### src/sv/poisson_7pt_residual_3d_macros.svh
// ---------------------------------------------------------------------------
// Assertion macros for the seven-point residual block
// Concurrent checks that vanish when SYNTH is defined.
// ---------------------------------------------------------------------------
`ifndef POISSON_7PT_RESIDUAL_3D_MACROS_SVH
`define POISSON_7PT_RESIDUAL_3D_MACROS_SVH

`ifndef SYNTH
`define P7R_ASSERT_IMP(label, clk, rst, ante, cons) \
  label: assert property (@(posedge clk) disable iff (rst) (ante) |-> (cons)) \
    else $error("p7r: implication check failed");
`define P7R_ASSERT_NXT(label, clk, rst, ante, cons) \
  label: assert property (@(posedge clk) disable iff (rst) (ante) |=> (cons)) \
    else $error("p7r: next-cycle check failed");
`else
`define P7R_ASSERT_IMP(label, clk, rst, ante, cons)
`define P7R_ASSERT_NXT(label, clk, rst, ante, cons)
`endif

`endif

### src/sv/p7r_pkg.sv
`timescale 1ns / 1ps
// ---------------------------------------------------------------------------
// p7r_pkg
// Shared types and fixed constants of the seven-point residual block.
// ---------------------------------------------------------------------------
package p7r_pkg;

  localparam int FIELD_W    = 32;
  localparam int IDX_W      = 15;
  localparam int SIDE_W     = 6;
  localparam int INV_W      = 32;
  localparam int INV_HALF_W = 16;
  localparam int CFG_IDX_W  = 2;
  localparam int CFG_DATA_W = 32;

  localparam logic [CFG_IDX_W-1:0] CFG_GRID_SIDE   = 2'd0;
  localparam logic [CFG_IDX_W-1:0] CFG_INV_SPACING = 2'd1;

  localparam int               MIN_SIDE        = 3;
  localparam int               GRID_SIDE_RST   = 32;
  localparam logic [INV_W-1:0] INV_SPACING_RST = 32'd65536;

  localparam int QDEPTH = 4;
  localparam int QAW    = 2;
  localparam int QCNT_W = 3;

  typedef struct packed {
    logic [IDX_W-1:0] index;
    logic             last;
  } p7r_meta_t;

  localparam int META_W = $bits(p7r_meta_t);

  typedef struct packed {
    logic                  wr;
    logic [CFG_IDX_W-1:0]  index;
    logic [CFG_DATA_W-1:0] data;
  } p7r_cfg_t;

endpackage

### src/sv/p7r_back.sv
`timescale 1ns / 1ps
// ---------------------------------------------------------------------------
// p7r_back
// Scales the Laplacian by the reciprocal spacing, subtracts it from f,
// saturates and holds the result for the receiver.
// ---------------------------------------------------------------------------
module p7r_back #(
  parameter int SW = 32
) (
  input  logic                 clk,
  input  logic                 rst,
  input  p7r_pkg::p7r_cfg_t    cfg,
  input  logic                 q_empty,
  input  logic signed [SW+3:0] q_lap,
  input  logic signed [SW-1:0] q_f,
  input  p7r_pkg::p7r_meta_t   q_meta,
  output logic                 q_pop,
  output logic                 out_valid,
  input  logic                 out_ready,
  output logic signed [SW-1:0] res,
  output p7r_pkg::p7r_meta_t   res_meta
);

  import p7r_pkg::*;

  localparam int LW  = SW + 4;
  localparam int PRW = LW + INV_HALF_W + 1;
  localparam int RW  = PRW + 1;

  logic [INV_W-1:0]            inv;
  logic signed [INV_HALF_W:0]  inv_hi_s, inv_lo_s;
  logic                        en, c_vld, d_vld;
  logic signed [PRW-1:0]       prod_hi, prod_lo, scaled;
  logic signed [SW-1:0]        f_c, f_d;
  p7r_meta_t                   meta_c, meta_d;
  logic signed [RW-1:0]        diff;
  logic signed [SW-1:0]        sat;

  assign en    = !out_valid || out_ready;
  assign q_pop = en && !q_empty;

  assign inv_hi_s = {1'b0, inv[INV_W-1:INV_HALF_W]};
  assign inv_lo_s = {1'b0, inv[INV_HALF_W-1:0]};

  always_ff @(posedge clk) begin
    if (rst) begin
      inv       <= INV_SPACING_RST;
      c_vld     <= 1'b0;
      d_vld     <= 1'b0;
      out_valid <= 1'b0;
    end else begin
      if (cfg.wr && cfg.index == CFG_INV_SPACING) begin
        inv <= cfg.data;
      end
      if (en) begin
        c_vld     <= !q_empty;
        d_vld     <= c_vld;
        out_valid <= d_vld;
      end
    end
  end

  // floor of the exact product over 2^16: arithmetic shift of the low part
  always_comb begin
    diff = RW'(f_d) - RW'(scaled);
    if (&diff[RW-1:SW-1] || ~|diff[RW-1:SW-1]) begin
      sat = diff[SW-1:0];
    end else if (diff[RW-1]) begin
      sat = {1'b1, {(SW-1){1'b0}}};
    end else begin
      sat = {1'b0, {(SW-1){1'b1}}};
    end
  end

  always_ff @(posedge clk) begin
    if (en) begin
      prod_hi  <= q_lap * inv_hi_s;
      prod_lo  <= q_lap * inv_lo_s;
      f_c      <= q_f;
      meta_c   <= q_meta;
      scaled   <= prod_hi + (prod_lo >>> INV_HALF_W);
      f_d      <= f_c;
      meta_d   <= meta_c;
      res      <= sat;
      res_meta <= meta_d;
    end
  end

endmodule

### config.mk
export PLATFORM = sky130hd
export DESIGN_NAME = p7r_back
export DESIGN_NICKNAME = d
export VERILOG_FILES = /design/src/sv/poisson_7pt_residual_3d_macros.svh /design/src/sv/p7r_pkg.sv /design/src/sv/p7r_back.sv
export SDC_FILE = /design/constraint.sdc
export NUM_CORES = 2
export LEC_CHECK = 0
export CORE_UTILIZATION = 60
export DETAILED_ROUTE_END_ITERATION = 8
export DONT_BUFFER_PORTS = 1
export GPL_ROUTABILITY_DRIVEN = 0
export PLACE_DENSITY_LB_ADDON = 0.05
export SYNTH_ARGS = -nofsm -noshare
export SYNTH_HDL_FRONTEND = slang
export SYNTH_SLANG_ARGS = --single-unit
### constraint.sdc
create_clock -name clk -period 10.6 [get_ports clk]
set_input_delay 3.18 -clock clk [delete_from_list [all_inputs] [get_ports clk]]
set_output_delay 3.18 -clock clk [all_outputs]
set_load 0.05 [all_outputs]
# Word-level counts from Yosys, hierarchy flattened
# Cells that the tools add are included.
[word_totals] reg_bits=338 output_inout_bits=50
[classes] n_eq_ne=1 multipliers=2 add_sub_neg=2 mux=2 reduce_logical=9
[ops] operator="$mul A36 B17 Y53" n=2
[ops] operator="$mux W32" n=2
[ops] operator="$sub A32 B53 Y54" n=1
[ops] operator="$add A53 B37 Y53" n=1
[ops] operator="$reduce_and A23 Y1" n=1
[ops] operator="$reduce_or A23 Y1" n=1
[ops] operator="$logic_not A1 Y1" n=3
[ops] operator="$eq A2 B1 Y1 const B" n=1
[ops] operator="$logic_and A1 B1 Y1" n=2
[ops] operator="$logic_or A1 B1 Y1" n=2

# Depth between registers and ports, before layout
[logic_depth] depth_word=5 mapped_depth=28 depth_no_buf=26

# Worst setup path before layout
# No wires, ideal clock.
[synth_path] path_type="in2reg" from="input out_ready" to="register f_c[0] (enable)" stages=2 required_time_ns=9.963 arrival_time_ns=8.805 path_slack_ns=1.157 setup_ns=0.637 path_cell_list="nor2b_1 inv_1"
[synth_via] elab_chain_cells=1
[synth_lines] element="start, declared" line_no="p7r_back.sv:19" source="input logic out_ready,"
[synth_lines] element="$logic_or A1 B1 Y1" line_no="p7r_back.sv:39" source="assign en = !out_valid || out_ready;"
[synth_lines] element="end signal, assigned" line_no="p7r_back.sv:79" source="f_c <= q_f;"
[synth_lines] element="end, declared" line_no="p7r_back.sv:34" source="logic signed [SW-1:0] f_c, f_d;"
# Every way passes these cells.
# A chain may end at the register's enable or synchronous reset.

# Worst setup path after layout
[layout_path] from="input q_lap[8]" to="register prod_lo[46] (data pin)"
[layout_via] elab_chain_cells=1
[layout_lines] element="start, declared" line_no="p7r_back.sv:14" source="input logic signed [SW+3:0] q_lap,"
[layout_lines] element="$mul A36 B17 Y53" line_no="p7r_back.sv:78" source="prod_lo <= q_lap * inv_lo_s;"
[layout_lines] element="end signal, assigned" line_no="p7r_back.sv:78"
[layout_lines] element="end, declared" line_no="p7r_back.sv:33" source="logic signed [PRW-1:0] prod_hi, prod_lo, scaled;"
# Every way passes these cells.

==> flow_metrics.tcl <==
set metrics [dict create \
    status "finished clean" \
    ys_ff_latch 322 \
    ys_dominant_reg_cell "edfxtp_1" \
    min_path_type "register to register" \
    slew_violations 0 \
    pwr-share-clk_pct 16.8 \
    synth_area_mm2 0.05542 \
    drt_iter0_drc 2707 \
    gr-total-overflow 0 \
    yosys.area_share.simple_pct 14.62 \
    first_global_vias 40780 \
    regToRegStartpoint "inv[24]" \
    post_cts_resized 0 \
    rr_worst_depth 25 \
    dp_hpwl_um 101500 \
    cp.arrival_ns 9.56 \
    synth_top_family_by_area "adder cells" \
    maxCapViolCount 0 \
    postCtsHoldBufs 0 \
    antenna_found_initial 10 \
    slew_headroom_pct 23.46 \
    synth_edf_count 287 \
    die_x_um 305.9 \
    critPathLaunchType "primary input" \
    syn_to_final_growth_pct 3.639 \
    wl_um 135200 \
    grt_pass1_wl_um 220300 \
    synth.top_cells.by_area "fa_1, edfxtp_1, inv_1" \
    synthAdderAreaFrac_pct 47.34 \
    antenna_cells 0 \
    path_clk_slew_ns 0.06 \
    synthArstFlopShare_pct 0 \
    num_rows 111 \
    die_h_um 305.9 \
    drive_above_1_share_pct 2.643 \
    grt_max_degree 184 \
    drtPass1Iterations 6 \
    p_leak_uw 0.02797 \
    synthCells 5866 \
    cts.path.max_buffers 3 \
    fin_nets 7210 \
    worstMarginPinSlew_ns 1.146 \
    hold_depth 0 \
    ys_seq_area_share_pct 16.82 \
    rsz0062_at_grt "no" \
    wl_per_cell_um 19.70 \
    cts_tree "yes" \
    htree_levels 2 \
    cp-end-kind "register" \
    hold_ws_ns 0.4158 \
    seqPwrFrac_pct 27.6 \
    drc 0 \
    vias_per_cell 5.625 \
    synth.avg_cell_area_um2 9.448 \
    core_mm2 0.09152 \
    power.density_mw_per_mm2 154.2 \
    synth_cell_types 85 \
    yosysTopAreaCell "fa_1" \
    netlist_top_cells_count "inv_1, fa_1, nand2_1, and2_1, ha_1" \
    grt_use_total_pct 30.06 \
    ant_nets 0 \
    cts_root_buf "clkbuf_16" \
    switching_share_pct 44.22 \
    max_clock_freq_mhz 108.7 \
    num_io_pins 173 \
    yosysTopAreaCellShare_pct 39.37 \
    crit_type "primary input to register" \
    min_period_ns 9.198 \
    yosys.cell_count.top_type "inv_1" \
    hold_end "meta_d[3]" \
    synth-xor-area-share_pct 2.781 \
    worstSkewPairLatency_ns 0.62 \
    timing_hold_violations_final 0 \
    hp-start "meta_c[3]" \
    internal_power_uw 4939 \
    vias 38600 \
    synthesis.nets 7432 \
    switchingPower_uw 3915 \
    r2r-end "prod_hi[51]" \
    r2r_slack_ns 2.56 \
    fillCellCount 7794 \
    timing.setup.tns_ns 0 \
    cts_buffers 41 \
    die_area_mm2 0.09358 \
    start_util_pct 60.55 \
    setup_viol 0 \
    port_buffers 0 \
    synth_compound_area_share_pct 6.938 \
    yosysWarnings 0 \
    peakVddDrop_uv 140.0 \
    cp.required_ns 10.96 \
    final.setup_skew_ns 0.05230 \
    synthMuxAreaShare_pct 0.6841 \
    cp_max_fo 32 \
    fin_crit_sh_pct 86.77 \
    post_cts_buffers 0 \
    cts_num_sinks 322 \
    power_frac_comb_pct 55.5 \
]
[cells by family (layout without fill, tap and decap cells)]
group,after synthesis,count (layout)
AND/OR/NAND/NOR,1711,1711
multiplexers,37,37
adder cells (fa/ha/maj),1443,1443
flip-flops,322,322
buffers and inverters,1582,1392
AO/OA/AOI/OAI,595,595
XOR/XNOR,176,176
[worst max-delay path, stage by stage]
cell	delay, ns
and2_1	0.14
fa_1	0.53
inv_1	0.05
fa_1	0.46
fa_1	0.52
inv_1	0.05
fa_1	0.49
fa_1	0.50
inv_1	0.05
fa_1	0.48
inv_1	0.04
ha_1	0.32
a21oi_1	0.08
o21ai_0	0.29
o21ai_0	0.16
a21oi_1	0.31
o21ai_0	0.23
a31oi_1	0.44
and3_1	0.31
nor2_1	0.06
o21ai_0	0.31
a21oi_1	0.18
o21ai_0	0.26
xnor2_1	0.09
[per-stage QoR]
stage | power (µW) | worst slack, ns | cells | utilization [%] | area, µm²
after global routing | 9596 | 1.057 | 6862 | 62.76 | 57440
after floorplan | 6244 | 1.157 | 5866 | - | 55420
after CTS | 8896 | 1.492 | 6862 | 62.76 | 57440
after global placement | 7297 | 0.9312 | 6787 | 61.18 | 55990
after detailed placement | 7360 | 0.8515 | 6787 | 61.18 | 55990
final | 8854 | 1.402 | 6862 | 62.76 | 57440
[registers in the layout, indices dropped and copies added (netlist names), 32 cells and up]
name	flops
f_d	32
prod_lo	37
res	32
prod_hi	53
f_c	32
inv	32
scaled	53
[layout make-up]
| cell class | count | area, µm² | area share, % |
|---|---|---|---|
| multi-input combinational | 3962 | 40120 | 69.85 |
| sequential | 322 | 9343 | 16.27 |
| clock buffer | 47 | 1049 | 1.826 |
| clock inverter | 28 | 397.9 | 0.6927 |
| inverter | 1295 | 4868 | 8.476 |
| timing repair buffer | 22 | 177.7 | 0.3093 |
| tap | 1186 | 1484 | 2.584 |
[metal layers]
metal / global-route usage, % / up-vias / routed length (µm)
met3: 4.901 / 240 / 11330
met5: 0 / - / 85
li1: - / 17370 / -
met2: 47.88 / 1470 / 61870
met4: 7.222 / 12 / 3125
met1: 43.32 / 19510 / 58800
[layout by cell type, fill, tap and decap left out, types with 10 or more instances in the layout]
cell       netlist  final
a21o_1          96     96
a21oi_1        209    209
a31o_2          10     10
a31oi_1         15     15
and2_1         431    431
and3_1          26     26
and4_1          14     14
buf_4            0     21
clkbuf_16        0     41
dfxtp_1         35     16
dfxtp_2          0     19
edfxtp_1       287    287
fa_1          1090   1090
ha_1           353    353
inv_1         1294   1293
mux2i_1         33     33
nand2_1        900    900
nand2b_1        31     31
nand3_1         38     38
nand4_1         32     32
nor2_1         135    134
nor2b_1         20     20
nor3_1          33     33
nor4_1          11     11
o211ai_1        18     18
o21a_1          38     38
o21ai_0         98     98
o21bai_1        16     16
xnor2_1        119    119
xor2_1          57     57
[worst max-delay path by stage]
stage	startpoint	endpoint	slack [ns]	depth (start not counted)
5_1_grt	q_lap[8]	prod_lo[45]	1.06	24
3_3_place_gp	q_lap[9]	prod_hi[51]	0.93	24
4_1_cts	q_lap[8]	prod_lo[45]	1.49	24
6_report	q_lap[8]	prod_lo[46]	1.40	24
3_5_place_dp	q_lap[9]	prod_hi[51]	0.85	24
2_1_floorplan	out_ready	f_c[0]	1.16	2
[power by group through the flow]
stage | clock, µW | sequential [µW] | combinational [µW]
final | 1490 | 2450 | 4920
after global routing | 1570 | 2490 | 5540
after CTS | 1520 | 2450 | 4920
after detailed placement | 0 | 2480 | 4880
after global placement | 0 | 2470 | 4820
after floorplan | 0 | 2320 | 3930
(Power assumes the default switching activity.)
