File: src/sv/poisson_7pt_residual_3d_macros.svh
// ---------------------------------------------------------------------------
// Assertion macros for the seven-point residual block
// Concurrent checks that vanish when SYNTH is defined.
// ---------------------------------------------------------------------------
`ifndef POISSON_7PT_RESIDUAL_3D_MACROS_SVH
`define POISSON_7PT_RESIDUAL_3D_MACROS_SVH

`ifndef SYNTH
`define P7R_ASSERT_IMP(label, clk, rst, ante, cons) \
  label: assert property (@(posedge clk) disable iff (rst) (ante) |-> (cons)) \
    else $error("p7r: implication check failed");
`define P7R_ASSERT_NXT(label, clk, rst, ante, cons) \
  label: assert property (@(posedge clk) disable iff (rst) (ante) |=> (cons)) \
    else $error("p7r: next-cycle check failed");
`else
`define P7R_ASSERT_IMP(label, clk, rst, ante, cons)
`define P7R_ASSERT_NXT(label, clk, rst, ante, cons)
`endif

`endif

File: src/sv/p7r_pkg.sv
`timescale 1ns / 1ps
// ---------------------------------------------------------------------------
// p7r_pkg
// Shared types and fixed constants of the seven-point residual block.
// ---------------------------------------------------------------------------
package p7r_pkg;

  localparam int FIELD_W    = 32;
  localparam int IDX_W      = 15;
  localparam int SIDE_W     = 6;
  localparam int INV_W      = 32;
  localparam int INV_HALF_W = 16;
  localparam int CFG_IDX_W  = 2;
  localparam int CFG_DATA_W = 32;

  localparam logic [CFG_IDX_W-1:0] CFG_GRID_SIDE   = 2'd0;
  localparam logic [CFG_IDX_W-1:0] CFG_INV_SPACING = 2'd1;

  localparam int               MIN_SIDE        = 3;
  localparam int               GRID_SIDE_RST   = 32;
  localparam logic [INV_W-1:0] INV_SPACING_RST = 32'd65536;

  localparam int QDEPTH = 4;
  localparam int QAW    = 2;
  localparam int QCNT_W = 3;

  typedef struct packed {
    logic [IDX_W-1:0] index;
    logic             last;
  } p7r_meta_t;

  localparam int META_W = $bits(p7r_meta_t);

  typedef struct packed {
    logic                  wr;
    logic [CFG_IDX_W-1:0]  index;
    logic [CFG_DATA_W-1:0] data;
  } p7r_cfg_t;

endpackage

File: src/sv/p7r_queue.sv
`timescale 1ns / 1ps
// ---------------------------------------------------------------------------
// p7r_queue
// Short first-in first-out queue between the front and the back.
// ---------------------------------------------------------------------------
module p7r_queue #(
  parameter int W = 8
) (
  input  logic                       clk,
  input  logic                       rst,
  input  logic                       push,
  input  logic [W-1:0]               din,
  input  logic                       pop,
  output logic [W-1:0]               dout,
  output logic                       empty,
  output logic [p7r_pkg::QCNT_W-1:0] count
);

  import p7r_pkg::*;

  logic [W-1:0]      ent [QDEPTH];
  logic [QAW-1:0]    wr_ptr, rd_ptr;
  logic [QCNT_W-1:0] count_next;

  always_comb begin
    case ({push, pop})
      2'b10:   count_next = count + QCNT_W'(1);
      2'b01:   count_next = count - QCNT_W'(1);
      default: count_next = count;
    endcase
  end

  always_ff @(posedge clk) begin
    if (rst) begin
      wr_ptr <= '0;
      rd_ptr <= '0;
      count  <= '0;
    end else begin
      if (push) begin
        wr_ptr <= wr_ptr + QAW'(1);
      end
      if (pop) begin
        rd_ptr <= rd_ptr + QAW'(1);
      end
      count <= count_next;
    end
  end

  always_ff @(posedge clk) begin
    if (push) begin
      ent[wr_ptr] <= din;
    end
  end

  assign dout  = ent[rd_ptr];
  assign empty = count == '0;

endmodule

File: config.mk
export PLATFORM = sky130hd
export DESIGN_NAME = p7r_queue
export DESIGN_NICKNAME = d
export VERILOG_FILES = /design/src/sv/poisson_7pt_residual_3d_macros.svh /design/src/sv/p7r_pkg.sv /design/src/sv/p7r_queue.sv
export SDC_FILE = /design/constraint.sdc
export NUM_CORES = 1
export LEC_CHECK = 0
export BUFFER_PORTS_ARGS = -buffer_cell sky130_fd_sc_hd__buf_4
export CAP_MARGIN = 20
export CORE_ASPECT_RATIO = 1.75
export CORE_UTILIZATION = 40
export DETAILED_ROUTE_END_ITERATION = 7
export PLACE_DENSITY = 0.66
export SLEW_MARGIN = 20
export SYNTH_ARGS = -nofsm -noshare
export SYNTH_HDL_FRONTEND = slang
export SYNTH_SLANG_ARGS = --single-unit
File: constraint.sdc
create_clock -name clk -period 1.5 [get_ports clk]
set_input_delay 0.15 -clock clk [delete_from_list [all_inputs] [get_ports clk]]
set_output_delay 0.15 -clock clk [all_outputs]
set_load 0.01 [all_outputs]
# Word-level counts from Yosys, hierarchy flattened
# Memories as Yosys holds them, arrays and structs flattened. A register that Yosys moved wholly into a read port is not among the register bits.
# Cells that the tools add are included.
# word_totals
mem_count	1
mem_bits_rw	32
elab_cells	17
reg_bits	7
output_inout_bits	12
input_bits	12
# mem_list
memory	words	word_bits	rd	rd_clocked_by_memory_dff	write_ports	line	rtl
ent	4	8	1	1	1	p7r_queue.sv:21	logic [W-1:0] ent [QDEPTH];
# op_classes
addsub	4
n_eq_ne	2
reduce_logical	2
muxes	5
# op_table
operator	n
case mux 3 bit (2 select lines)	1
adder 2 x 1 -> 2 bit (second input constant)	2
two-way mux 2 bit	2
adder 3 x 1 -> 3 bit (second input constant)	1
logical NOT 3 bit	1
subtractor 3 x 1 -> 3 bit (second input constant)	1
equality test 2 x 1 -> 1 bit (second input constant)	1
equality test 2 bit (second input constant)	1
two-way mux 1 bit	2
nonzero test 2 bit	1

# Depth between registers and ports, before layout
# Gate-level depths: netlist (run 1).
# logic_depth
word_depth	3
mapped_depth	7
depth_no_buf	7

# Least setup slack after synthesis (run 1)
# Ideal clock, no wire load.
# synth_timing
path_type	register -> register
start	reg count[0] in the netlist's numbering
end	reg count[2] in the netlist's numbering
path_stages_with_launch	6
n_path_buf	0
setup_ns	0.070
slack_ns	-0.042
t_arrival_ns	1.472
synth_period_minus_slack_ns	1.542
required_time_ns	1.430
cell_sequence	dfxtp_1 inv_1 fa_1 xor2_1 or3_1 a21oi_1
# synth_via
elab_chain_cells	2
word_cells_on_any_way	3
classes_between	2 x add/sub; 1 x mux
# synth_lines
item	line	rtl
start, declared	p7r_queue.sv:16	output logic [p7r_pkg::QCNT_W-1:0] count
start signal, assigned	p7r_queue.sv:45	count <= count_next;
subtractor 3 x 1 -> 3 bit / adder 3 x 1 -> 3 bit (equally long branches)	p7r_queue.sv:28, p7r_queue.sv:27	
case mux 3 bit (2 select lines) *	p7r_queue.sv:26	case ({push, pop})
# Every way passes the cells marked *; elsewhere a longest branch is shown, timed or not.
# A chain may end at the register's enable or synchronous reset.

==> qor.txt, run 1 <==
dpl hpwl = 1760 um
top cell type's share of synthesized area = 0.606
DRT Pass-1 Iters = 2
FF+latch count, synth = 41
DR top layer = met4
number of nets in the layout = 145
Worst Setup End Kind = primary output
CTS root buf = clkbuf_8
FFs w/ async S/R, synth = 0
synthesized area per cell = 18.0 um2
DRT Wirelength = 2410 um
P&R area growth vs syn = 28.1%
crit path DAT = 1.41 ns
CTS tree = done
Post-CTS Setup Bufs = 0
DIE AREA = 4230 um2
Startpoint Class = flop
Inst Count DP = 166
antenna diode count = 0
io pins = 24
Clock transition at path regs = 0.07 ns
GRT overflow = 0
Filler cells = 319
Peak VDD IR = 859 uV
clk buf depth = 2
failing checks = negative setup slack
critical path class = reg -> out
RSZ-0062 raised after global routing = yes
Synth Cell Area = 1590 um2
Lkg Pwr = 0.761 nW
top post-synthesis cells by count = 32 x edfxtp_1, 9 x dfxtp_1, 8 x mux4_2, 8 x nor2_1, 6 x inv_1
I/O Buffers = 23
Final WS setup = -0.0636 ns
HP Class = in -> reg
Final Skew = 0.00270 ns
final hold slack = 0.0618 ns
Slew Limit Fails = 0
Slew HR = 0.715
hold_buf cts = 0
Synth Flop Type = edfxtp_1
share of layout cells above drive strength 1 = 0.422
Worst Path Max Fanout = 8
top-count cell post-synth = edfxtp_1
Starting DRT DRC Count = 22
number of clock sinks = 41
pin count of the biggest net entering global routing = 14
number of global-route vias before repair = 878
antenna violations before repair = 0
Tmin final = 1.56 ns
met2 wire len = 1370 um
post-synthesis cell type count = 19
Tightest Pin Transition = 0.427 ns
post-route ant nets = 0
Seq/Total Area, Yosys = 0.720
Final Core Density = 0.549
GP Congestion = 0.669
final hold violation count = 0
Mapped Cells = 88
syn_nets = 106
WP data required = 1.35 ns
first-pass GRT wire length = 4150 um
CTS H-tree depth = 2
drt drc = 0
Synth area leader = edfxtp_1
Power Density = 1200 nW/um2
crit share post-route = 1.04
Routed wire per std cell = 13.8 um
final setup fails = 8
outcome = finished, violations left
Die Ht = 85.3 um
Initial Util = 0.428
max frequency = 640 MHz
row count = 29
synth top area cells = edfxtp_1 61%, dfxtp_1 11%, mux4_2 11%, ha_1 3.9%, nor2_1 1.9%
area occupied by registers = 1140 um2
post-DR vias/cell = 4.83
Core Area = 3700 um2
footprint of the multi-input gates = 408 um2
clk_lat worst skew = 0.29 ns
Metal-1 WL = 877 um
Non-Filler Instances = 174
routed wire length on met3 = 95 um
total number of vias = 841
max cap viols = 0
Synth warnings = 0
Post-synth EDFFs = 32
CTS buffer count = 5
GRT Overall Usage = 0.139
Die W = 49.6 um
setup TNS = -0.436 ns
-- where the power goes --
| group | switching (W) | leakage (nW) | internal, W |
|---|---|---|---|
| clock | 0.000348 | 0.0445 | 0.000373 |
| sequential | 0.0000339 | 0.369 | 0.00129 |
| combinational | 0.000164 | 0.348 | 0.000226 |
-- routing by layer --
layer,vias to the layer above,track usage
li1,399,-
met1,414,0.133
met2,22,0.257
met3,6,0.0376
met4,0,0.0779
met5,-,0
-- repair_timing --
| action | 4_1_cts | 5_1_grt |
|---|---|---|
| resized for setup | 9 | 2 |
| hold endpoints to repair | 0 | 0 |
| pin swaps | 0 | 1 |
| endpoints found under the setup margin | 8 | 9 |
-- final timing paths --
check | from | endpoint | slack [ns] | cells past startpoint
setup / recovery | flop | dout[4] | -0.06 | 3
hold / removal | din[2] | ent[1][2]$_DFFE_PP_ | 0.06 | 1
setup reg to reg | count[0]$_SDFFE_PP0P_ | count[2]$_SDFFE_PP0P_ | 0.10 | 5
hold reg to reg | rd_ptr[0]$_SDFFE_PP0P_ | rd_ptr[0]$_SDFFE_PP0P_ | 0.54 | 2
-- critical path: stages, from the launching register on --
cell and delay, ns:
dfxtp_2 0.34, buf_12 0.14, mux4_2 0.51, buf_6 0.14
-- layout make-up --
class | count | share of cell area
clock buffer | 7 | 0.0425
sequential | 41 | 0.563
inverter | 6 | 0.0111
timing repair buffer | 35 | 0.150
tap | 46 | 0.0283
multi-input combinational | 38 | 0.201
clock inverter | 1 | 0.00370
-- registers in the layout (all words and copies together) (netlist names), named ones only --
| name | cells |
|---|---|
| wr_ptr | 2 |
| rd_ptr | 2 |
| ent | 32 |
| count | 3 |
-- per-stage QoR --
step / setup slack (ns) / instance area, um2 / total power, W
floorplan: 0.00926 / 1590 / 0.00154
global placement: -0.0111 / 1900 / 0.00170
detailed placement: -0.0701 / 1900 / 0.00172
CTS: -0.0843 / 2020 / 0.00246
global route: -0.122 / 2030 / 0.00255
finish: -0.0636 / 2030 / 0.00244
-- cell usage in the layout (no fill, tap or decap), types with 2 or more instances in the layout --
cell and instances:
and2_1 4, buf_4 26, buf_6 8, clkbuf_8 6, dfxtp_1 7, dfxtp_2 2
edfxtp_1 32, ha_1 5, inv_1 6, mux4_2 8, nor2_1 8, xnor2_1 2
xor2_1 3
-- cell families after synthesis --
kind of cell,synth area share
buffers and inverters,0.0268
adder cells (fa/ha/maj),0.0521
flip-flops,0.720
XOR/XNOR,0.0276
AO/OA/AOI/OAI,0.00947
multiplexers,0.120
AND/OR/NAND/NOR,0.0442
(Power assumes the default switching activity.)
==> run 2, diff against run 1 <==
--- a/config.mk
+++ b/config.mk
@@ -11,2 +11,3 @@
 export CORE_UTILIZATION = 40
+export CTS_CLUSTER_SIZE = 14
 export DETAILED_ROUTE_END_ITERATION = 7
==> constraint.sdc (replaced) <==
create_clock -name clk -period 1.5 [get_ports clk]
set_input_delay 0.075 -clock clk [delete_from_list [all_inputs] [get_ports clk]]
set_output_delay 0.075 -clock clk [all_outputs]
set_load 0.01 [all_outputs]
==> run 2 against run 1 <==
  * The run now ends clean
  * Fmax rose by 4.4%
  * First-iteration DRC count fell by 18%
  * Flip-flop and latch count did not move
  * Die area did not move
  * Combinational power rose by 5.9%
  * Clock power rose by 16%
  * Sequential power barely moved
  * Hold slack got worse by 0.0016 ns
  * Via count rose by 0.71%
  * Critical path depth did not move
  * Routed wire length rose by 4.2%
  * Critical path type unchanged
  * Largest cell class unchanged
==> qor.txt, run 2 (synthesis results as in run 1) <==
Hold Crit Start = pop
first-pass GRT wire length = 4200 um
pin count of the biggest net entering global routing = 13
row count = 29
outcome = complete, no violations
Internal Pwr Total = 0.00203 W
final setup fails = 0
Slew Limit Fails = 0
number of global-route vias before repair = 899
Power Density = 1210 nW/um2
dpl hpwl = 1810 um
RR Endpoint = count[2]$_SDFFE_PP0P_
total number of vias = 847
Inst Count DP = 165
Startpoint Class = flop
Filler cells = 308
max reg flops = 32
Slew HR = 0.730
clock power share = 0.325
post-DR vias/cell = 4.65
GRT overflow = 0
Hold Path Depth = 3
Flop pwr share = 0.515
CTS root buf = clkbuf_8
most frequent cells in the layout = 32 x edfxtp_1, 25 x buf_4, 9 x dlygate4sd3_1
final hold violation count = 0
Die Ht = 85.3 um
critical path class = reg -> out
placed cell areas = 1890 um2
family with the most delay on the worst path = multiplexers
DIE AREA = 4230 um2
crit path DAT = 1.42 ns
Die W = 49.6 um
drt drc = 0
Core Area = 3700 um2
DRT Wirelength = 2510 um
HP Class = in -> reg
Clock transition at path regs = 0.07 ns
Non-Filler Instances = 182
Worst Setup End Kind = primary output
io pins = 24
clk buf depth = 2
switching share of power = 0.213
largest stage delay on the critical path = 0.52 ns
Tmin final = 1.50 ns
CTS tree = done
clk_lat worst skew = 0.29 ns
CP max-delay cell = mux4_2
Lkg Pwr = 0.804 nW
max frequency = 667 MHz
Final WS setup = 0.00163 ns
RSZ-0062 raised after global routing = yes
number of nets in the layout = 153
number of clock sinks = 41
pre-CTS setup slack = -0.0829 ns
post-route ant nets = 0
cell depth of the worst flop-to-flop path = 5
I/O Buffers = 23
CTS H-tree depth = 2
CTS buffer count = 5
Tightest Pin Transition = 0.404 ns
Final Core Density = 0.577
setup slack, reg-to-reg = 0.01 ns
most common cell after layout, fill and taps aside = edfxtp_1
Final Skew = 0.00136 ns
crit share post-route = 0.999
share of layout cells above drive strength 1 = 0.404
critical-path cell list = buf_12 -> mux4_2 -> buf_6
WP buf/inv = 2
antenna violations before repair = 0
Combinational Power Share = 0.160
design area = 2130 um2
RR Startpoint = count[1]$_SDFFE_PP0P_
DRT Pass-1 Iters = 2
antenna diode count = 0
GP Congestion = 0.651
Top Registers = ent x32, count x3
Routed wire per std cell = 13.8 um
max cap viols = 0
Starting DRT DRC Count = 18
Initial Util = 0.428
Largest Register = ent
GRT Overall Usage = 0.141
WP data required = 1.42 ns
Switch Pwr = 0.000551 W
P&R area growth vs syn = 34.6%
Peak VDD IR = 906 uV
Worst Path Max Fanout = 8
## run 2: cell count changes in the layout (fill, tap and decap cells not counted), sizes merged
cell | before | now
buf | 35 | 34
bufinv | 0 | 1
clkbuf | 7 | 6
clkinv | 0 | 1
clkinvlp | 1 | 0
dlygate4sd3 | 0 | 9
## run 2: metal layers
| layer | part of all wire | global-route usage |
|---|---|---|
| met5 | 0 | 0 |
| met1 | 0.37 | 0.139 |
| met4 | 0.026 | 0.0857 |
| met2 | 0.56 | 0.248 |
| met3 | 0.043 | 0.0448 |
## run 2: repair_timing
item / 4_1_cts / 5_1_grt
setup endpoints to repair: 9 / 9
hold buffers: 9 / 0
setup buffers: 0 / 0
gates resized for setup: 10 / 4
pin swaps: 1 / 3
endpoints found under the hold margin: 33 / 0
## run 2: worst register-to-register path, delay by kind of cell, from the launching register on
family	cells	cell delay, ns
AND/OR/NAND/NOR	1	0.39
adder cells (fa/ha/maj)	1	0.36
flip-flops	1	0.33
XOR/XNOR	1	0.16
AO/OA/AOI/OAI	1	0.15
buffers and inverters	1	0.04
## run 2: through the flow
stage | hold WS [ns] | power [W] | TNS, ns
2_1_floorplan | 0.174 | 0.00154 | 0
3_3_place_gp | 0.274 | 0.00170 | 0
3_5_place_dp | 0.279 | 0.00172 | -0.0829
4_1_cts | 0.0557 | 0.00260 | -0.0358
5_1_grt | 0.0632 | 0.00269 | -0.311
6_report | 0.0602 | 0.00258 | 0
## run 2: power groups by stage
stage | sequential (W) | clock [W] | combinational [W]
finish | 0.00133 | 0.000838 | 0.000413
floorplan | 0.00135 | 0 | 0.000188
CTS | 0.00133 | 0.000859 | 0.000416
global placement | 0.00135 | 0 | 0.000354
detailed placement | 0.00135 | 0 | 0.000369
global route | 0.00134 | 0.000902 | 0.000453
## run 2: cell type report
cell class / count / area, um2 / share of cell area
clock buffers: 6 / 72.6 / 0.0340
clock inverters: 2 / 33.8 / 0.0158
inverters: 6 / 22.5 / 0.0106
multi-input cells: 38 / 415 / 0.195
flip-flops and latches: 41 / 1140 / 0.536
well taps: 46 / 57.6 / 0.0270
repair buffers: 43 / 388 / 0.182
## run 2: worst max path at each step
stage,start,end,slack (ns),depth (start not counted)
6_report,flop,dout[1],0.002,3
3_3_place_gp,push,count[2]$_SDFFE_PP0P_,0.04,8
3_5_place_dp,push,count[2]$_SDFFE_PP0P_,-0.08,8
5_1_grt,count[1]$_SDFFE_PP0P_,count[2]$_SDFFE_PP0P_,-0.05,5
4_1_cts,flop,dout[1],-0.02,3
2_1_floorplan,count[1]$_SDFFE_PP0P_,count[2]$_SDFFE_PP0P_,0.009,5
==> run 3, diff against run 2 <==
PLACE_DENSITY = 0.67   (was 0.66)
SKIP_LAST_GASP = 1   (was not set)
==> run 3 against run 2 <==
  * Total power is 1.1% lower
  * Sequential share of layout area is 1.6 points higher
  * Worst setup slack better by 0.021 ns
  * Via count is 1.4% lower
  * Critical path type unchanged
==> qor.txt, run 3 (synthesis results as in run 1) <==
first-pass GRT wire length = 3860 um
pin count of the biggest net entering global routing = 13
number of clock sinks = 41
share of layout cells above drive strength 1 = 0.357
Tmin final = 1.48 ns
clk_lat worst skew = 0.28 ns
most frequent cells in the layout = 32 x edfxtp_1, 19 x buf_4
most common cell after layout, fill and taps aside = edfxtp_1
Worst Setup End Kind = primary output
clk buf depth = 2
Power Density = 1230 nW/um2
Final Skew = 0.00417 ns
Post-CTS Setup Bufs = 0
critical-path cell list = buf_12 -> mux4_2 -> buf_6
Final WS setup = 0.0222 ns
GRT overflow = 0
Die W = 49.6 um
Worst Path Max Fanout = 8
Core Area = 3700 um2
Startpoint Class = flop
Clock transition at path regs = 0.07 ns
CP max-delay cell = mux4_2
Starting DRT DRC Count = 9
antenna diode count = 0
GRT Overall Usage = 0.132
crit share post-route = 0.985
HP Class = in -> reg
Die Ht = 85.3 um
max reg flops = 32
WP data required = 1.42 ns
Routed wire per std cell = 13.5 um
Initial Util = 0.428
cell depth of the worst flop-to-flop path = 5
max cap viols = 0
Slew Limit Fails = 0
CTS root buf = clkbuf_8
Top Registers = ent x32, count x3
CTS tree = done
post-route ant nets = 0
Lkg Pwr = 0.766 nW
Inst Count DP = 159
Largest Register = ent
number of nets in the layout = 146
Tightest Pin Transition = 0.444 ns
GP Congestion = 0.645
pre-CTS setup slack = -0.0305 ns
DRT Pass-1 Iters = 6
row count = 29
final setup fails = 0
Non-Filler Instances = 175
largest stage delay on the critical path = 0.51 ns
P&R area growth vs syn = 30.6%
max frequency = 677 MHz
Slew HR = 0.704
I/O Buffers = 23
drt drc = 0
critical path class = reg -> out
io pins = 24
RSZ-0062 raised after global routing = yes
number of global-route vias before repair = 886
CTS buffer count = 5
crit path DAT = 1.40 ns
outcome = complete, no violations
post-DR vias/cell = 4.77
CTS H-tree depth = 2
total number of vias = 835
DIE AREA = 4230 um2
Filler cells = 313
final hold violation count = 0
dpl hpwl = 1670 um
Hold Path Depth = 2
antenna violations before repair = 0
DRT Wirelength = 2370 um
Peak VDD IR = 858 uV
## run 3: worst paths after layout
check | startpoint | slack (ns) | to
worst max register to register | count[0]$_SDFFE_PP0P_ | 0.06 | count[2]$_SDFFE_PP0P_
worst min register to register | count[2]$_SDFFE_PP0P_ | 0.53 | count[2]$_SDFFE_PP0P_
worst max-delay path | flop | 0.02 | dout[2]
worst min-delay path | rst | 0.02 | count[2]$_SDFFE_PP0P_
## run 3: cell type report
class                   instances  area, um2  area share
repair buffers                 36        333       0.161
multi-input cells              38        408       0.197
well taps                      46       57.6      0.0278
flip-flops and latches         41       1140       0.552
clock buffers                   6       72.6      0.0350
inverters                       6       22.5      0.0109
clock inverters                 2       33.8      0.0163
## run 3: through the flow
step	hold slack (ns)	TNS (ns)	cell area [um2]	utilization	power, W
finish	0.0177	0	2070	0.560	0.00255
global route	0.0212	-0.117	2070	0.560	0.00265
CTS	0.00325	-0.00517	2040	0.552	0.00256
detailed placement	0.280	-0.0305	1850	0.499	0.00171
global placement	0.275	0	1850	0.499	0.00170
floorplan	0.174	0	1590	-	0.00154
## run 3: metal layers
metal,wire length [um],vias to the layer above,global-route usage
li1,-,400,-
met1,887,399,0.119
met2,1290,26,0.236
met3,86,10,0.0376
met4,112,0,0.104
met5,0,-,0
## run 3: report_power, final
part	internal (W)	switching (W)	total, W
Combinational	0.000230	0.000166	0.000395
Clock	0.000491	0.000338	0.000829
Sequential	0.00130	0.0000335	0.00133
## run 3: repair_timing
item / 4_1_cts / 5_1_grt
endpoints found under the hold margin: 32 / 0
setup endpoints to repair: 8 / 9
gates resized for setup: 3 / 8
hold buffers: 8 / 0
pin swaps: 0 / 0
## run 3: critical path: cells and delay by family (launching register included)
kind,cells,cell delay [ns]
mux,1,0.51
flops,1,0.34
buf+inv,2,0.28
